===== config.mk =====
export PLATFORM = sky130hd
export DESIGN_NAME = sde_front
export DESIGN_NICKNAME = d
export VERILOG_FILES = /design/src/sde_pkg.sv /design/src/sde_front.sv
export SDC_FILE = /design/constraint.sdc
export NUM_CORES = 1
export LEC_CHECK = 0
export BUFFER_PORTS_ARGS = -buffer_cell sky130_fd_sc_hd__clkbuf_2
export CELL_PAD_IN_SITES_DETAIL_PLACEMENT = 1
export CELL_PAD_IN_SITES_GLOBAL_PLACEMENT = 2
export CORE_ASPECT_RATIO = 0.8
export CORE_MARGIN = 2
export CORE_UTILIZATION = 33
export DETAILED_ROUTE_END_ITERATION = 16
export GPL_TIMING_DRIVEN = 0
export PLACE_DENSITY_LB_ADDON = 0.1
export SLEW_MARGIN = 20
export SYNTH_ARGS = -nofsm -noshare
export SYNTH_HDL_FRONTEND = slang
export SYNTH_SLANG_ARGS = --single-unit

===== constraint.sdc =====
create_clock -name vclk -period 12.8
set_input_delay 2.56 -clock vclk [all_inputs]
set_output_delay 2.56 -clock vclk [all_outputs]
set_load 0.1 [all_outputs]

===== src/sde_pkg.sv =====
// Shared types, constants and a helper function for the stereo disparity energy core.
package sde_pkg;

    // Configuration register indexes
    localparam logic [2:0] REG_OUTLIER_WEIGHT  = 3'd0;
    localparam logic [2:0] REG_INV_COLOR_SCALE = 3'd1;
    localparam logic [2:0] REG_SMOOTH_CAP      = 3'd2;
    localparam logic [2:0] REG_SMOOTH_SLOPE    = 3'd3;
    localparam logic [2:0] REG_OCC_PENALTY     = 3'd4;

    // Reset values of the configuration registers
    localparam logic [15:0] RST_OUTLIER_WEIGHT  = 16'd655;
    localparam logic [15:0] RST_INV_COLOR_SCALE = 16'd3277;
    localparam logic [15:0] RST_SMOOTH_CAP      = 16'd2048;
    localparam logic [15:0] RST_SMOOTH_SLOPE    = 16'd1024;
    localparam logic [15:0] RST_OCC_PENALTY     = 16'd1024;

    localparam logic [15:0] ENERGY_MAX = 16'hFFFF;
    localparam logic [31:0] LN2_Q32    = 32'd2977044472;
    localparam logic [31:0] EXP_STEP0  = 32'd4290775039;

    // Back pipeline stage map
    localparam int SQRT_STEPS = 19;
    localparam int EXP_STEPS  = 15;
    localparam int NORM_STEPS = 5;
    localparam int LOG_STEPS  = 16;
    localparam int ST_SCALE   = SQRT_STEPS;
    localparam int ST_EXP0    = ST_SCALE + 1;
    localparam int ST_MIX     = ST_EXP0 + EXP_STEPS;
    localparam int ST_NORM0   = ST_MIX + 1;
    localparam int ST_LOG0    = ST_NORM0 + NORM_STEPS;
    localparam int ST_LN      = ST_LOG0 + LOG_STEPS;
    localparam int ST_OUT     = ST_LN + 1;
    localparam int NSTAGE     = ST_OUT + 1;

    typedef struct packed {
        logic [15:0] outlier_weight;
        logic [15:0] inverse_color_scale;
        logic [15:0] smooth_cap;
        logic [15:0] smooth_slope;
        logic [15:0] occluded_match_penalty;
    } cfg_t;

    // Per-item control that rides along the back pipeline
    typedef struct packed {
        logic        pair;
        logic        visible;
        logic        occluded;
        logic [15:0] pair_energy;
    } side_t;

    // One classified item in the queue
    typedef struct packed {
        side_t       side;
        logic [17:0] dist_sq;
    } item_t;

    // exp(-2^k/1024) in Q0.32, by repeated rounded squaring
    function automatic logic [31:0] exp_step(input int k);
        logic [63:0] t;
        t = {32'd0, EXP_STEP0};
        for (int i = 0; i < k; i++) begin
            t = (t * t + 64'h8000_0000) >> 32;
        end
        return t[31:0];
    endfunction

endpackage


===== src/sde_front.sv =====
// Front part: classifies a factor and does the cheap per-item arithmetic.
module sde_front #(
    parameter int LABEL_COUNT = 64
) (
    input  logic               factor_kind,
    input  logic [5:0]         label_a,
    input  logic [5:0]         label_b,
    input  logic [7:0]         own_red,
    input  logic [7:0]         own_green,
    input  logic [7:0]         own_blue,
    input  logic [7:0]         match_red,
    input  logic [7:0]         match_green,
    input  logic [7:0]         match_blue,
    input  logic               pixel_visible,
    input  logic               match_occluded,
    input  logic               same_occlusion,
    input  sde_pkg::cfg_t      cfg,
    output sde_pkg::item_t     item
);
    localparam int LabelMax = LABEL_COUNT - 1;

    logic [7:0]  dr, dg, db;
    logic [17:0] dist_sq;
    logic [5:0]  la, lb, ld;
    logic [21:0] lin;
    logic [15:0] pair_energy;

    // squared color distance
    always_comb
    begin
        dr = (own_red   > match_red)   ? own_red   - match_red   : match_red   - own_red;
        dg = (own_green > match_green) ? own_green - match_green : match_green - own_green;
        db = (own_blue  > match_blue)  ? own_blue  - match_blue  : match_blue  - own_blue;
        dist_sq = 18'(16'(dr * dr)) + 18'(16'(dg * dg)) + 18'(16'(db * db));
    end

    // truncated linear smoothness, zero when same_occlusion is low
    always_comb
    begin
        la = (int'(label_a) > LabelMax) ? 6'(LabelMax) : label_a;
        lb = (int'(label_b) > LabelMax) ? 6'(LabelMax) : label_b;
        ld = (la > lb) ? la - lb : lb - la;
        lin = 22'(cfg.smooth_slope) * 22'(ld);
        if (!same_occlusion)
            pair_energy = '0;
        else if (lin < 22'(cfg.smooth_cap))
            pair_energy = lin[15:0];
        else
            pair_energy = cfg.smooth_cap;
    end

    always_comb
    begin
        item.side.pair        = factor_kind;
        item.side.visible     = pixel_visible;
        item.side.occluded    = match_occluded;
        item.side.pair_energy = pair_energy;
        item.dist_sq          = dist_sq;
    end

endmodule


==> impl_metrics.csv, run 1 <==
group,metric,value,unit
place,portBuffers,130,
timing,hold_viol,0,
global_route,grt_max_degree,11,
layout,nNetsFinal,2162,
setup_path,cp_slowest_cell,"fa_2",
logic_synthesis,synth.avg_cell_area,8.285,sq um
logic_synthesis,netlist.area_leader.share,0.3379,
layout,n_sequential_cell,0,
layout,drive_gt1_frac,0.2990,
timing,worst_slack,-0.4105,ns
setup_path,crit_fanout,8,
timing,worstMarginPinSlew,0.9702,ns
layout,multi_input_comb_area,11830,sq um
timing,holdWs,5.545,ns
logic_synthesis,syn_area,11730,sq um
setup_path,path_common_cell,"fa_1",
global_route,grt_use_total,0.1860,
detailed_routing,dr.pass1.iters,5,
timing,post-route-min-period,13.21,ns
timing,tns,-2.390,ns
timing,finalSetupViolCount,8,
place,place_inst,2018,
detailed_routing,vias,10070,
job,maxCapViolCount,0,
layout,finish.instance_area,16030,sq um
floorplanning,core-area,34880,sq um
timing,period_share,1.032,
layout,final_cells,2112,
logic_synthesis,syn_inst,1416,
setup_path,startpoint_type,"primary input",
logic_synthesis,synth.most_common_cell,"inv_1",
logic_synthesis,synth_cell_types,72,
logic_synthesis,synthTopCellsByArea,"fa_1 (34%), ha_1 (19%), inv_1 (12%), mux2i_1 (3.2%), nand2_1 (3.1%)",
status,outcome,"finished with violations",
global_route,antenna_found_initial,0,
detailed_routing,vias_per_cell,4.768,
detailed_routing,wl,35.07,mm
timing,slew_viol_final,0,
timing,grt_setup_unrepaired,"true",
logic_synthesis,yosysTopAreaCell,"fa_1",
timing,max_freq,75.70,MHz
layout,syn_to_final_growth,36.64,%
layout,n_fill_cell,4055,
layout,regArea,0,sq um
global_route,grt_overflow_total,0,
setup_path,cpPeakStageDelay,0.60,ns
floorplanning,ioPinCount,181,
floorplanning,dieArea,37080,sq um
setup_path,crit_type,"primary input to output pin",
detailed_routing,wl_per_cell,16.61,um
floorplanning,row_count,61,
logic_synthesis,synth_seq_area_share,0,
floorplanning,die_h,172.6,um
timing,slew_headroom,0.3486,
setup_path,crit_arrival,10.65,ns
floorplanning,die_w,214.8,um
setup_path,worst_setup_path_end_kind,"output pin",
hold_path,hold_class,"primary input to output pin",
logic_synthesis,yosys_warnings,0,
place,dpl-instance-area,13350,sq um
global_route,grt_pass1_wl,56.86,mm
place,gp_congestion,0.8651,
clock_network,hold_buffers,0,
logic_synthesis,syn_nets,1937,
logic_synthesis,synth_common_cells,"inv_1 (362), fa_1 (198), ha_1 (179)",
floorplanning,start_util,0.3363,
detailed_routing,drc,0,
global_route,grt_pass1_vias,10760,
layout,nClkBuffers,0,
status,violations,"setup timing",
detailed_routing,drtIter0Drc,334,
detailed_routing,ant_nets,0,
place,dp.final_hpwl,29.10,mm
setup_path,critPathRequiredTime,10.24,ns
[final timing paths]
path	end	startpoint	depth (start not counted)
worst max-delay path	item[16]	own_blue[1]	32
worst min-delay path	item[20]	cfg[34]	4
[layout make-up]
cell class | instances | share of cell area
Antenna cell | 1 | 0.0001561
Timing Repair Buffer | 228 | 0.1243
Multi-Input combinational cell | 1019 | 0.7383
Tap cell | 472 | 0.03684
Inverter | 363 | 0.08563
Buffer | 29 | 0.01483
[cell families after synthesis]
| logic type | count (synthesis) | synth area share |
|---|---|---|
| AOI/OAI and AO/OA | 172 | 0.09866 |
| and+or+nand+nor | 370 | 0.1580 |
| xor gates and xnor gates | 49 | 0.03786 |
| muxes | 50 | 0.04522 |
| adders and majority gates | 377 | 0.5288 |
| buffers and inverters | 398 | 0.1315 |
[layout by cell type (no fill, tap or decap), types with 11 or more instances in the layout]
| master | instances |
|---|---|
| mux2i_4 | 18 |
| xnor2_2 | 13 |
| nand2b_1 | 21 |
| nor2_1 | 71 |
| buf_4 | 85 |
| nand4_1 | 11 |
| inv_1 | 340 |
| clkbuf_2 | 100 |
| ha_1 | 145 |
| a21o_1 | 13 |
| inv_2 | 19 |
| buf_6 | 20 |
| ha_4 | 26 |
| and2_1 | 53 |
| nand2_1 | 92 |
| nor3_1 | 22 |
| fa_1 | 190 |
| nor2b_1 | 21 |
| mux2i_1 | 14 |
| a21oi_1 | 26 |
| a21oi_2 | 14 |
| clkbuf_16 | 19 |
| o21ai_0 | 15 |
| xnor2_1 | 12 |
[stage by stage]
step	setup WS, ns	util
final	-0.4105	0.4596
after global routing	-0.6798	0.4595
after CTS	-0.5063	0.4322
after detailed placement	-2.054	0.3828
after floorplan	-0.2643	-
after global placement	-2.033	0.3828
[metal layers]
layer | vias to the layer above | share of wire | GRT usage
li1 | 4871 | - | -
met1 | 5066 | 0.54 | 0.3041
met2 | 130 | 0.43 | 0.2843
met3 | 2 | 0.028 | 0.009323
met4 | 0 | 0.00074 | 0
met5 | - | 0 | 0
[what timing repair did]
action | in CTS | in global routing
endpoints found under the hold margin | 0 | 0
setup buffers | 56 | 50
cloned | 2 | 3
pin swaps | 76 | 110
setup endpoints to repair | 28 | 28
gates resized for setup | 255 | 150
[critical path: cells and delay by family]
| kind | cells | cell delay [ns] |
|---|---|---|
| buffers and inverters | 9 | 1.07 |
| adder cells (fa/ha/maj) | 9 | 4.03 |
| multiplexers | 1 | 0.32 |
| AND/OR/NAND/NOR | 5 | 1.07 |
| AO/OA/AOI/OAI | 7 | 1.44 |
| XOR/XNOR | 1 | 0.14 |
Power of run 1 is not shown: default switching activity piles up to over one toggle a cycle in this logic, so the estimate is an artifact.
==> run 2, diff against run 1 <==
--- a/config.mk
+++ b/config.mk
@@ -8,7 +8,7 @@
 export BUFFER_PORTS_ARGS = -buffer_cell sky130_fd_sc_hd__clkbuf_2
 export CELL_PAD_IN_SITES_DETAIL_PLACEMENT = 1
 export CELL_PAD_IN_SITES_GLOBAL_PLACEMENT = 2
-export CORE_ASPECT_RATIO = 0.8
+export CORE_ASPECT_RATIO = 0.7
 export CORE_MARGIN = 2
 export CORE_UTILIZATION = 33
 export DETAILED_ROUTE_END_ITERATION = 16
==> run 2 against run 1 <==
Compared with the run above: the run still ends with setup timing left; largest cell class unchanged; sequential share of layout area did not move; critical path depth rose by 1; count of clock-buffer cells in the layout is the same; die area about the same; cell area shrank 0.14%; first-iteration DRC count decreased by 1.5%; via count is 0.18% lower; flip-flop and latch count did not move; hold slack better by 0.011 ns; core utilization fell by 0.058 points; non-clock buffer count is 2 higher; fmax increased by 0.44%.
==> impl_metrics.csv, run 2 (synthesis results as in run 1) <==
group,metric,value,unit
place,dp.final_hpwl,30.03,mm
setup_path,critPathRequiredTime,10.24,ns
setup_path,crit_arrival,10.59,ns
setup_path,startpoint_type,"primary input",
setup_path,cpPeakStageDelay,0.55,ns
setup_path,worst_setup_path_end_kind,"output pin",
layout,antenna_cells,0,
detailed_routing,vias,10050,
detailed_routing,drtIter0Drc,329,
layout,nClkBuffers,0,
layout,syn_to_final_growth,36.44,%
layout,final_cell_mix,"inv_1 (339), fa_1 (189), ha_1 (140), clkbuf_2 (101), buf_4 (95)",
timing,period_share,1.028,
timing,worst_slack,-0.3530,ns
setup_path,path_common_cell,"fa_1",
setup_path,crit_end,"item[15]",
global_route,grt_overflow_total,0,
setup_path,startpoint,"own_blue[6]",
detailed_routing,wl,35.63,mm
setup_path,crit_type,"primary input to output pin",
place,gp_congestion,0.8202,
detailed_routing,dr.pass1.iters,4,
layout,n_fill_cell,4058,
timing,slew_headroom,0.3706,
layout,drive_gt1_frac,0.2982,
global_route,grt_max_degree,11,
place,portBuffers,130,
floorplanning,dieArea,37100,sq um
floorplanning,die_h,161.8,um
timing,hold_viol,0,
detailed_routing,wl_per_cell,16.87,um
timing,grt_setup_unrepaired,"true",
timing,finalSetupViolCount,8,
floorplanning,core-area,34870,sq um
status,violations,"setup timing",
clock_network,hold_buffers,0,
timing,post-route-min-period,13.15,ns
setup_path,cp_slowest_cell,"fa_2",
detailed_routing,drc,0,
layout,final_common_cell,"inv_1",
timing,max_freq,76.03,MHz
global_route,grt_pass1_vias,10750,
global_route,grt_use_total,0.1922,
layout,multi_input_comb_area,11840,sq um
timing,worstMarginPinSlew,0.9178,ns
hold_path,hold_class,"primary input to output pin",
detailed_routing,ant_nets,0,
layout,regArea,0,sq um
layout,n_sequential_cell,0,
layout,nNetsFinal,2163,
floorplanning,ioPinCount,181,
floorplanning,row_count,57,
global_route,grt_pass1_wl,57.74,mm
global_route,antenna_found_initial,0,
floorplanning,die_w,229.4,um
status,outcome,"finished with violations",
detailed_routing,vias_per_cell,4.759,
floorplanning,start_util,0.3364,
job,maxCapViolCount,0,
timing,slew_viol_final,0,
timing,tns,-1.731,ns
layout,fin_util,0.4590,
setup_path,crit_fanout,10,
run 2: cell types whose count changed in the layout (fill, tap and decap cells not counted), sizes merged:
cell / change
buf: -1
clkbuf: +3
clkinvlp: +1
diode: -1
inv: -1
nor3: -1
run 2: cell type report:
type | instances | share of cell area
inverter | 363 | 0.08598
timing repair buffer | 227 | 0.1208
buffer | 32 | 0.01681
multi-input combinational | 1018 | 0.7395
tap | 472 | 0.03690
run 2: worst min path at each step:
stage	start	slack (ns)	depth (start not counted)	to
after floorplan	match_occluded	5.33	1	item[34]
after global placement	pixel_visible	5.58	2	item[35]
after detailed placement	factor_kind	5.58	2	item[36]
after CTS	cfg[47]	5.56	4	item[33]
after global routing	cfg[47]	5.57	4	item[33]
final	cfg[47]	5.56	4	item[33]
run 2: metrics by stage:
stage	setup WS [ns]	std cells	hold WS [ns]	instance area, sq um
global placement	-1.991	2018	5.583	13350
CTS	-0.5398	2071	5.557	15260
global route	-0.7018	2112	5.566	16010
finish	-0.3530	2112	5.555	16010
floorplan	-0.2643	1416	5.332	12110
detailed placement	-1.971	2018	5.583	13360
run 2: worst max-delay path: cells and delay by family:
family	cells	cell delay (ns)
AOI/OAI and AO/OA	5	0.95
xor gates and xnor gates	1	0.16
buffers and inverters	10	1.18
and+or+nand+nor	7	1.39
adders and majority gates	9	4.00
muxes	1	0.33
run 2: repair_timing:
item | 4_1_cts | 5_1_grt
setup buffers | 53 | 42
gates cloned | 2 | 0
gates resized for setup | 269 | 108
pin swaps | 102 | 79
endpoints found under the setup margin | 29 | 27
run 2: routing by layer:
| metal | up-vias | routed length [um] | share of wire | global-route usage |
|---|---|---|---|---|
| li1 | 4872 | - | - | - |
| met1 | 5034 | 19280 | 0.54 | 0.3201 |
| met2 | 139 | 15030 | 0.42 | 0.2891 |
| met3 | 6 | 1293 | 0.036 | 0.005091 |
| met4 | 0 | 29 | 0.00081 | 0.001476 |
| met5 | - | 0 | 0 | 0 |
Power of run 2 is left out for the same reason.
