**src/sde_pkg.sv**
```systemverilog
// Shared types, constants and a helper function for the stereo disparity energy core.
package sde_pkg;

    // Configuration register indexes
    localparam logic [2:0] REG_OUTLIER_WEIGHT  = 3'd0;
    localparam logic [2:0] REG_INV_COLOR_SCALE = 3'd1;
    localparam logic [2:0] REG_SMOOTH_CAP      = 3'd2;
    localparam logic [2:0] REG_SMOOTH_SLOPE    = 3'd3;
    localparam logic [2:0] REG_OCC_PENALTY     = 3'd4;

    // Reset values of the configuration registers
    localparam logic [15:0] RST_OUTLIER_WEIGHT  = 16'd655;
    localparam logic [15:0] RST_INV_COLOR_SCALE = 16'd3277;
    localparam logic [15:0] RST_SMOOTH_CAP      = 16'd2048;
    localparam logic [15:0] RST_SMOOTH_SLOPE    = 16'd1024;
    localparam logic [15:0] RST_OCC_PENALTY     = 16'd1024;

    localparam logic [15:0] ENERGY_MAX = 16'hFFFF;
    localparam logic [31:0] LN2_Q32    = 32'd2977044472;
    localparam logic [31:0] EXP_STEP0  = 32'd4290775039;

    // Back pipeline stage map
    localparam int SQRT_STEPS = 19;
    localparam int EXP_STEPS  = 15;
    localparam int NORM_STEPS = 5;
    localparam int LOG_STEPS  = 16;
    localparam int ST_SCALE   = SQRT_STEPS;
    localparam int ST_EXP0    = ST_SCALE + 1;
    localparam int ST_MIX     = ST_EXP0 + EXP_STEPS;
    localparam int ST_NORM0   = ST_MIX + 1;
    localparam int ST_LOG0    = ST_NORM0 + NORM_STEPS;
    localparam int ST_LN      = ST_LOG0 + LOG_STEPS;
    localparam int ST_OUT     = ST_LN + 1;
    localparam int NSTAGE     = ST_OUT + 1;

    typedef struct packed {
        logic [15:0] outlier_weight;
        logic [15:0] inverse_color_scale;
        logic [15:0] smooth_cap;
        logic [15:0] smooth_slope;
        logic [15:0] occluded_match_penalty;
    } cfg_t;

    // Per-item control that rides along the back pipeline
    typedef struct packed {
        logic        pair;
        logic        visible;
        logic        occluded;
        logic [15:0] pair_energy;
    } side_t;

    // One classified item in the queue
    typedef struct packed {
        side_t       side;
        logic [17:0] dist_sq;
    } item_t;

    // exp(-2^k/1024) in Q0.32, by repeated rounded squaring
    function automatic logic [31:0] exp_step(input int k);
        logic [63:0] t;
        t = {32'd0, EXP_STEP0};
        for (int i = 0; i < k; i++) begin
            t = (t * t + 64'h8000_0000) >> 32;
        end
        return t[31:0];
    endfunction

endpackage

```
**src/sde_queue.sv**
```systemverilog
// Two-entry queue between the front and the back pipeline.
module sde_queue (
    input  logic            clk,
    input  logic            rst_n,
    input  logic            push,
    input  sde_pkg::item_t  push_item,
    output logic            full,
    input  logic            pop,
    output logic            head_valid,
    output sde_pkg::item_t  head_item
);
    sde_pkg::item_t mem_reg [2];
    logic       wr_ptr_reg, rd_ptr_reg;
    logic [1:0] count_reg;

    assign full       = (count_reg == 2'd2);
    assign head_valid = (count_reg != 2'd0);
    assign head_item  = mem_reg[rd_ptr_reg];

    // storage
    always_ff @(posedge clk)
    begin
        if (push)
            mem_reg[wr_ptr_reg] <= push_item;
    end

    // pointers and fill count
    always_ff @(posedge clk or negedge rst_n)
    begin
        if (!rst_n)
        begin
            wr_ptr_reg <= 1'b0;
            rd_ptr_reg <= 1'b0;
            count_reg  <= 2'd0;
        end
        else
        begin
            if (push)
                wr_ptr_reg <= ~wr_ptr_reg;
            if (pop)
                rd_ptr_reg <= ~rd_ptr_reg;
            if (push && !pop)
                count_reg <= count_reg + 2'd1;
            else if (pop && !push)
                count_reg <= count_reg - 2'd1;
        end
    end

endmodule

```
**config.mk**
```make
export PLATFORM = sky130hd
export DESIGN_NAME = sde_queue
export DESIGN_NICKNAME = d
export VERILOG_FILES = /design/src/sde_pkg.sv /design/src/sde_queue.sv
export SDC_FILE = /design/constraint.sdc
export NUM_CORES = 1
export LEC_CHECK = 0
export ABC_CLOCK_PERIOD_IN_PS = 4400
export BUFFER_PORTS_ARGS = -buffer_cell sky130_fd_sc_hd__buf_4
export CORE_MARGIN = 2
export CORE_UTILIZATION = 55
export CTS_CLUSTER_DIAMETER = 100
export CTS_CLUSTER_SIZE = 16
export DETAILED_ROUTE_END_ITERATION = 7
export PLACE_DENSITY = 0.79
export SLEW_MARGIN = 0
export SYNTH_ARGS = -nofsm -noshare
export SYNTH_HDL_FRONTEND = slang
export SYNTH_SLANG_ARGS = --single-unit
```
**constraint.sdc**
```tcl
create_clock -name clk -period 4.4 [get_ports clk]
set_input_delay 0 -clock clk [delete_from_list [all_inputs] [get_ports clk]]
set_output_delay 0 -clock clk [all_outputs]
set_load 0.01 [all_outputs]
```
==> impl_metrics.tcl, run 1 <==
set metrics [dict create \
    status "finished clean" \
    syn-num-nets 173 \
    worst_pin_slew_ps 1062 \
    rr_endpoint "mem_reg[0][19]$_DFFE_PP_" \
    crit_family "flip-flops" \
    crit_fanout 38 \
    clkSlewWorstSetupHoldPaths_ps 70 \
    rows 26 \
    synth-compound-area-share 0 \
    ctsHtreeMaxLevel 3 \
    ys_types 14 \
    tritoncts.num_buffers 9 \
    grt_max_degree 39 \
    synthTopCellsByCount "edfxtp_1, mux2_4, mux2_2" \
    startpoint_type "flip-flop" \
    detail-route-antenna-nets 0 \
    viasPerCell 4.991 \
    swShare 0.2843 \
    setup_viol 0 \
    hp-class "primary input to flip-flop" \
    largest_reg_flops 74 \
    portBuffers 79 \
    met1_usage 0.2212 \
    synth_edf_count 74 \
    clock_path_buffers 2 \
    grt_use_met2 0.3687 \
    finalInstanceArea_um2 4160 \
    finalNetCount 300 \
    synth-simple-area-share 0.009783 \
    power_switching_mw 0.6521 \
    worst-setup-path-type "flip-flop to output port" \
    fin_crit_ps 1970 \
    die_y_um 77.13 \
    max-vdd-ir-drop_v 0.0004477 \
    slowest_delay_ps 1050 \
    initial_utilization 0.5723 \
    die_area_um2 5949 \
    reg2reg_depth 1 \
    synthMuxAreaShare 0.1672 \
    avgSynthCellArea_um2 22.45 \
    required_ps 4400 \
    synth_seq_cells 78 \
    tns_ps 0 \
    synth.top_cell.area_share 0.7554 \
    whs_endpoint "mem_reg[1][10]$_DFFE_PP_" \
    die_w_um 77.13 \
    ioPinCount 80 \
    fin_hold_ws_ps 391.4 \
    placed_area_um2 3593 \
    drt_iter0_markers 89 \
    rsz0062_at_grt "no" \
    worst_ep_arrival_time_ps 1970 \
    place_ws_ps 2731 \
    finalCritPeriodShare 0.4478 \
    slew_violations 0 \
    layout_setup_ws_ps 2430 \
    endpoint_kind "output port" \
    timing.rr.start "wr_ptr_reg$_DFFE_PN0P_" \
    synthAdderAreaFrac 0.004254 \
    grt_util_all_layers 0.1999 \
    busiest_layer "met2" \
    grt_pass1_vias 1821 \
    synth_largest_area_cell "edfxtp_1" \
    synth.most_common_cell "edfxtp_1" \
    yosys_most_used_dff "edfxtp_1" \
    ys_async_sr_fraction 0.05128 \
    grt_antenna_before_repair 0 \
    synthesis.area_um2 2942 \
    cts_tree "done" \
    synthXorXnorAreaFrac 0.01489 \
    hold_viol 0 \
    layoutNonFillerInstCount 333 \
    max_freq_mhz 507.6 \
    ys_top_cells_by_area "edfxtp_1, mux2_4, mux2_2, dfrtp_1, xor2_1" \
    yosysSeqAreaShare 0.7895 \
    worst-path-buf-inv 1 \
    utilization 0.8094 \
    area_delta_synth_final_pct 41.43 \
    use_met3 0.04588 \
    antennaDiodeCount 0 \
    holdCritStartpoint "push_item[10]" \
    max_cap_viol_count 0 \
    relSlewSlack 0.2903 \
    core_area_um2 5140 \
    pwr-share-clk 0.189 \
    gr-total-overflow 0 \
    worstSkewPairLatency_ps 340 \
    totalWireLength_um 5548 \
    power_mw 2.294 \
    via_count 1662 \
    cpMaxStageDelayCell "dfrtp_2" \
    gp_congestion 0.6596 \
    comb_power_share 0.322 \
    path_cells "mux2_2 -> buf_4" \
    p_leak_nw 1.651 \
    p_seq_frac 0.489 \
    drive_gt1_frac 0.5019 \
    min_path_cells 2 \
    intPower_mw 1.642 \
    power_density_nw_per_um2 551.5 \
    dr.pass1.iters 4 \
    cts.sinks 78 \
    root_buffer "clkbuf_8" \
    skew_ps 8.186 \
    ys.warnings.count 0 \
    dp_cells 276 \
    syn_inst 131 \
    drc 0 \
    grt_pass1_wl_um 8735 \
    routedWlPerCell_um 16.66 \
    rrSetupSlack_ps 2730 \
    synth_top_family_by_area "multiplexers" \
]
[worst max path at each step]
stage	to	cells past startpoint	startpoint
2_1_floorplan	mem_reg[0][0]$_DFFE_PP_	1	wr_ptr_reg$_DFFE_PN0P_
3_3_place_gp	mem_reg[0][9]$_DFFE_PP_	1	wr_ptr_reg$_DFFE_PN0P_
3_5_place_dp	mem_reg[0][5]$_DFFE_PP_	1	wr_ptr_reg$_DFFE_PN0P_
4_1_cts	head_item[28]	2	rd_ptr_reg$_DFFE_PN0P_
5_1_grt	head_item[28]	2	rd_ptr_reg$_DFFE_PN0P_
6_report	head_item[28]	2	rd_ptr_reg$_DFFE_PN0P_
[cells by family (layout without fill, tap and decap cells)]
logic type | Yosys count | count (layout)
and+or+nand+nor | 5 | 5
buffers and inverters | 5 | 137
adders and majority gates | 1 | 1
xor gates and xnor gates | 5 | 5
DFF | 78 | 78
muxes | 37 | 37
[layout by cell type (no fill, tap or decap), types with 2 or more instances in the layout]
| master | synthesis | final |
|---|---|---|
| buf_4 | 0 | 79 |
| clkinv_2 | 0 | 2 |
| edfxtp_1 | 74 | 74 |
| clkinv_1 | 0 | 3 |
| dfrtp_1 | 4 | 3 |
| xor2_1 | 4 | 4 |
| mux2_2 | 17 | 17 |
| clkbuf_8 | 0 | 9 |
| dlygate4sd3_1 | 0 | 41 |
| mux2_4 | 20 | 20 |
[what timing repair did]
| action | in CTS | in global routing |
|---|---|---|
| endpoints found under the hold margin | 80 | 0 |
| buffers inserted | 0 | 0 |
| resized for setup | 0 | 0 |
| hold buffers | 41 | 0 |
[layer usage]
metal,up-vias,part of all wire
met5,-,0
met4,0,0.017
met3,12,0.044
met2,62,0.57
met1,825,0.37
li1,763,-
[power groups by stage]
stage / Combinational [mW] / Clock (mW) / Sequential, mW
after CTS: 0.745 / 0.437 / 1.12
after detailed placement: 0.713 / 0 / 1.14
after floorplan: 0.495 / 0 / 1.04
after global placement: 0.695 / 0 / 1.12
final: 0.739 / 0.434 / 1.12
after global routing: 0.782 / 0.476 / 1.14
[area by class of cell]
class,count,area (um2)
repair buffers,120,1003
clock inverters,6,28.78
fillers,290,979.7
flip-flops and latches,78,2323
inverters,1,3.754
well taps,70,87.58
multi-input cells,48,585.6
clock buffers,10,127.6
Note: power is estimated with default switching activity, not from simulation.
==> run 2, diff against run 1 <==
- ABC_CLOCK_PERIOD_IN_PS: 4400 -> 2050
- CORE_UTILIZATION: 55 -> 51
- PLACE_DENSITY: 0.79 -> 0.74
- clock period: 4.4 -> 2.05 ns (I/O delays scaled with it)
==> run 2 against run 1 <==
Compared with the run above:
- die area rose by 7.4%
- clock power up 140%
- clock skew shrank 0.96 ps
- count of clock-buffer cells in the layout increased by 2
- combinational power is 150% higher
- sequential power up 98%
- global-route usage shrank 1.7 points
- worst hold slack improved by 4.0 ps
- via count fell by 2.5%
- largest cell class unchanged
- worst setup slack got worse by 1900 ps
- core utilization decreased by 4.4 points
- highest routed layer unchanged
==> impl_metrics.tcl, run 2 (same netlist as run 1, synthesis figures left out) <==
set metrics [dict create \
    ioPinCount 80 \
    max_freq_mhz 662.2 \
    dpl.hpwl_um 3192 \
    portBuffers 79 \
    drt_iter0_markers 70 \
    path_cells "buf_12 -> mux2_2 -> buf_4" \
    crit_family "buffers and inverters" \
    setup_viol 0 \
    final_common_cell "buf_4" \
    via_count 1621 \
    viasPerCell 4.796 \
    die_area_um2 6391 \
    core_area_um2 5540 \
    rows 27 \
    reg2reg_depth 2 \
    min_path_cells 2 \
    cts.sinks 78 \
    tritoncts.num_buffers 9 \
    initial_utilization 0.5309 \
    max-vdd-ir-drop_v 0.0008642 \
    skew_ps 7.229 \
    required_ps 2050 \
    fill_cells 312 \
    gr-total-overflow 0 \
    area_delta_synth_final_pct 44.24 \
    relSlewSlack 0.6907 \
    worstSkewPairLatency_ps 330 \
    die_w_um 79.95 \
    status "finished clean" \
    antennaDiodeCount 0 \
    power_mw 5.111 \
    clkSlewWorstSetupHoldPaths_ps 70 \
    grt_pass1_vias 1783 \
    grt_util_all_layers 0.1831 \
    multi_input_area_um2 585.6 \
    gp_congestion 0.6727 \
    hold_viol 0 \
    worst_pin_slew_ps 463.9 \
    fin_crit_ps 1510 \
    hp-class "primary input to flip-flop" \
    detail-route-antenna-nets 0 \
    drive_gt1_frac 0.5113 \
    totalWireLength_um 5361 \
    drc 0 \
    max_cap_viol_count 0 \
    worst_ep_arrival_time_ps 1510 \
    clock_path_buffers 2 \
    cts_tree "done" \
    ctsHtreeMaxLevel 3 \
    worst-setup-path-type "flip-flop to output port" \
    layout_common_cells "buf_4, edfxtp_1, dlygate4sd3_1" \
    largest_reg_flops 74 \
    dr.pass1.iters 3 \
    routedWlPerCell_um 15.86 \
    die_y_um 79.95 \
    p_leak_nw 1.688 \
    power_density_nw_per_um2 1205 \
    crit_fanout 38 \
    path_depth 3 \
    rrSetupSlack_ps 630 \
    root_buffer "clkbuf_8" \
    endpoint_kind "output port" \
    slowest_delay_ps 390 \
    grt_antenna_before_repair 0 \
    rsz0062_at_grt "no" \
    finalNetCount 304 \
    startpoint_type "flip-flop" \
    cpMaxStageDelayCell "mux2_2" \
    finalCritPeriodShare 0.7367 \
    grt_max_degree 39 \
    grt_pass1_wl_um 8473 \
    worst-path-buf-inv 2 \
    register_area_um2 2323 \
    slew_violations 0 \
    tns_ps 0 \
]
==> run 2: what timing repair did <==
action,CTS,global route
hold buffers,41,0
resized for setup,0,0
endpoints found under the hold margin,80,0
setup buffers,0,0
==> run 2: through the flow <==
stage               hold slack [ps]  worst slack [ps]  std cells  utilization  cell area [um2]
finish                        395.4             539.8        338       0.7658             4243
global route                  380.2             481.8        338       0.7658             4243
CTS                           377.4             533.0        338       0.7658             4243
detailed placement           -201.4             617.3        282       0.6590             3651
global placement             -203.4             659.3        282       0.6590             3651
floorplan                    -295.6             256.1        131            -             2944
==> run 2: final timing paths <==
kind                                          start                  endpoint
setup reg to reg             wr_ptr_reg$_DFFE_PN0P_  mem_reg[1][36]$_DFFE_PP_
min in group asynchronous                     rst_n  count_reg[0]$_DFFE_PN0P_
setup / recovery             rd_ptr_reg$_DFFE_PN0P_             head_item[34]
max in group asynchronous                     rst_n    rd_ptr_reg$_DFFE_PN0P_
hold reg to reg            count_reg[1]$_DFFE_PN0P_  count_reg[1]$_DFFE_PN0P_
hold / removal                        push_item[30]  mem_reg[0][30]$_DFFE_PP_
==> run 2: per-layer routing <==
layer	up-vias	part of all wire	GRT usage
li1	770	-	-
met1	789	0.41	0.2141
met2	54	0.53	0.3125
met3	8	0.054	0.06561
met4	0	0.010	0.06271
met5	-	0	0
==> run 2: final cells by class <==
cell class | instances | area share
inverters | 1 | 0.0008847
multi-input cells | 48 | 0.1380
clock buffers | 12 | 0.03185
clock inverters | 3 | 0.01091
well taps | 72 | 0.02123
flip-flops and latches | 78 | 0.5476
repair buffers | 124 | 0.2495
==> run 2: worst reg2reg max path, stage by stage, from the launching register on <==
cell and delay, ps:
dfrtp_1 420, and2_2 480, buf_12 230
==> run 2: where the power goes <==
| group | total, mW | switching [mW] | internal, mW | leakage, nW |
|---|---|---|---|---|
| Clock | 1.06 | 0.496 | 0.560 | 0.0867 |
| Combinational | 1.83 | 0.798 | 1.03 | 0.861 |
| Sequential | 2.22 | 0.103 | 2.12 | 0.740 |
| Total | 5.11 | 1.40 | 3.71 | 1.69 |
==> run 3, diff against run 2 <==
- ABC_CLOCK_PERIOD_IN_PS: 2050 -> 1260
- CORE_UTILIZATION: 51 -> 46
- PLACE_DENSITY: 0.74 -> 0.7
- clock period: 2.05 -> 1.26 ns (I/O delays scaled with it)
==> run 3 against run 2 <==
Compared with the run above:
- the flow now finishes with violations (negative setup slack)
- combinational power rose by 90%
- non-clock buffer count rose by 3
- critical path depth did not move
- clock skew fell by 1.1 ps
- register-to-register slack got worse by 520 ps
- count of clock-buffer cells in the layout fell by 1
- worst hold slack got worse by 14 ps
- wire length rose by 0.30%
- critical endpoint is now head_item[32]
- largest cell class unchanged
==> impl_metrics.tcl, run 3 (same netlist as run 1, synthesis figures left out) <==
set metrics [dict create \
    portBuffers 79 \
    layout_common_cells "edfxtp_1, buf_4, dlygate4sd3_1" \
    viasPerCell 4.787 \
    max_freq_mhz 683.8 \
    core_area_um2 6277 \
    largest_reg_flops 74 \
    root_buffer "clkbuf_8" \
    setup_viol 37 \
    clkSlewWorstSetupHoldPaths_ps 80 \
    max_cap_viol_count 0 \
    initial_utilization 0.4686 \
    max-vdd-ir-drop_v 0.001222 \
    totalWireLength_um 5377 \
    cts.sinks 78 \
    drive_gt1_frac 0.5185 \
    cts_tree "done" \
    drc 0 \
    p_leak_nw 1.792 \
    die_y_um 83.97 \
    hold_viol 0 \
    die_w_um 83.97 \
    status "complete, but fails checks" \
    ctsHtreeMaxLevel 3 \
    slew_violations 0 \
    finalNetCount 307 \
    power_mw 9.068 \
    ioPinCount 80 \
    routedWlPerCell_um 15.50 \
    layout_setup_ws_ps -202.5 \
    required_ps 1260 \
    final_common_cell "edfxtp_1" \
    dpl.hpwl_um 3343 \
    power_density_nw_per_um2 2032 \
    worstSkewPairLatency_ps 340 \
    rsz0062_at_grt "yes" \
    grt_antenna_before_repair 0 \
    gr-total-overflow 0 \
    reg2reg_depth 2 \
    endpoint_kind "output port" \
    finalInstanceArea_um2 4463 \
    cts_setup_buffers 0 \
    worst_ep_arrival_time_ps 1460 \
    utilization 0.7110 \
    dr.pass1.iters 4 \
    crit_fanout 14 \
    placed_area_um2 3710 \
    area_delta_synth_final_pct 51.72 \
    startpoint_type "flip-flop" \
    hp-class "primary input to flip-flop" \
    grt_util_all_layers 0.1577 \
    min_path_cells 2 \
    antennaDiodeCount 0 \
    grt_max_degree 29 \
    via_count 1661 \
    rows 29 \
    place_ws_ps 128.1 \
    relSlewSlack 0.8632 \
    gp_congestion 0.6659 \
    layoutNonFillerInstCount 347 \
    die_area_um2 7050 \
    clock_path_buffers 2 \
    tritoncts.num_buffers 9 \
    finalCritPeriodShare 1.161 \
    grt_pass1_wl_um 8355 \
    dp_cells 289 \
    skew_ps 6.118 \
    fin_crit_ps 1462 \
    worst_pin_slew_ps 204.6 \
    detail-route-antenna-nets 0 \
    worst-setup-path-type "flip-flop to output port" \
    violations "negative setup slack" \
    grt_pass1_vias 1855 \
    drt_iter0_markers 37 \
]
run 3: layer usage:
layer  share of wire  GRT usage  vias up  wire length [um]
met5               0          0        -                 0
met4           0.021    0.08065        0               114
met3           0.038    0.03858       10               206
met2            0.55     0.2909       45              2937
met1            0.39     0.1649      832              2119
li1                -          -      774                 -
run 3: final timing paths:
path	from	slack (ps)	end
setup / recovery	rd_ptr_reg$_DFFE_PN0P_	-200	head_item[32]
hold / removal	push_item[16]	380	mem_reg[0][16]$_DFFE_PP_
setup reg to reg	wr_ptr_reg$_DFFE_PN0P_	110	mem_reg[1][13]$_DFFE_PP_
hold reg to reg	count_reg[1]$_DFFE_PN0P_	490	count_reg[1]$_DFFE_PN0P_
max in group asynchronous	rst_n	510	rd_ptr_reg$_DFFE_PN0P_
min in group asynchronous	rst_n	550	wr_ptr_reg$_DFFE_PN0P_
run 3: repair_timing:
action | 4_1_cts | 5_1_grt
hold endpoints to repair | 80 | 0
gates resized for setup | 21 | 9
hold buffers | 41 | 0
pin swaps | 0 | 0
cloned | 0 | 1
endpoints found under the setup margin | 37 | 37
run 3: power breakdown:
part	leakage [nW]	internal, mW	switching [mW]
registers	0.740	3.45	0.203
clock network	0.105	1.10	0.828
logic	0.947	2.10	1.39
run 3: per-stage QoR:
step,hold slack [ps],TNS (ps)
finish,381.4,-6715
global route,376.2,-8570
CTS,373.6,-6866
detailed placement,-198.2,0
global placement,-198.9,0
floorplan,-295.6,-8140
run 3: cell type report:
class                           instances  area, um2
Sequential cell                        78       2323
Timing Repair Buffer                  127       1230
Clock buffer                           11      131.4
Tap cell                               77      96.34
Clock inverter                          5      73.82
Inverter                                1      3.754
Fill cell                             407       1814
Multi-Input combinational cell         48      604.3
run 3: critical path, stage by stage, from the launching register on:
cell	delay [ps]
dfrtp_2	450
buf_12	190
mux2_2	340
buf_4	140
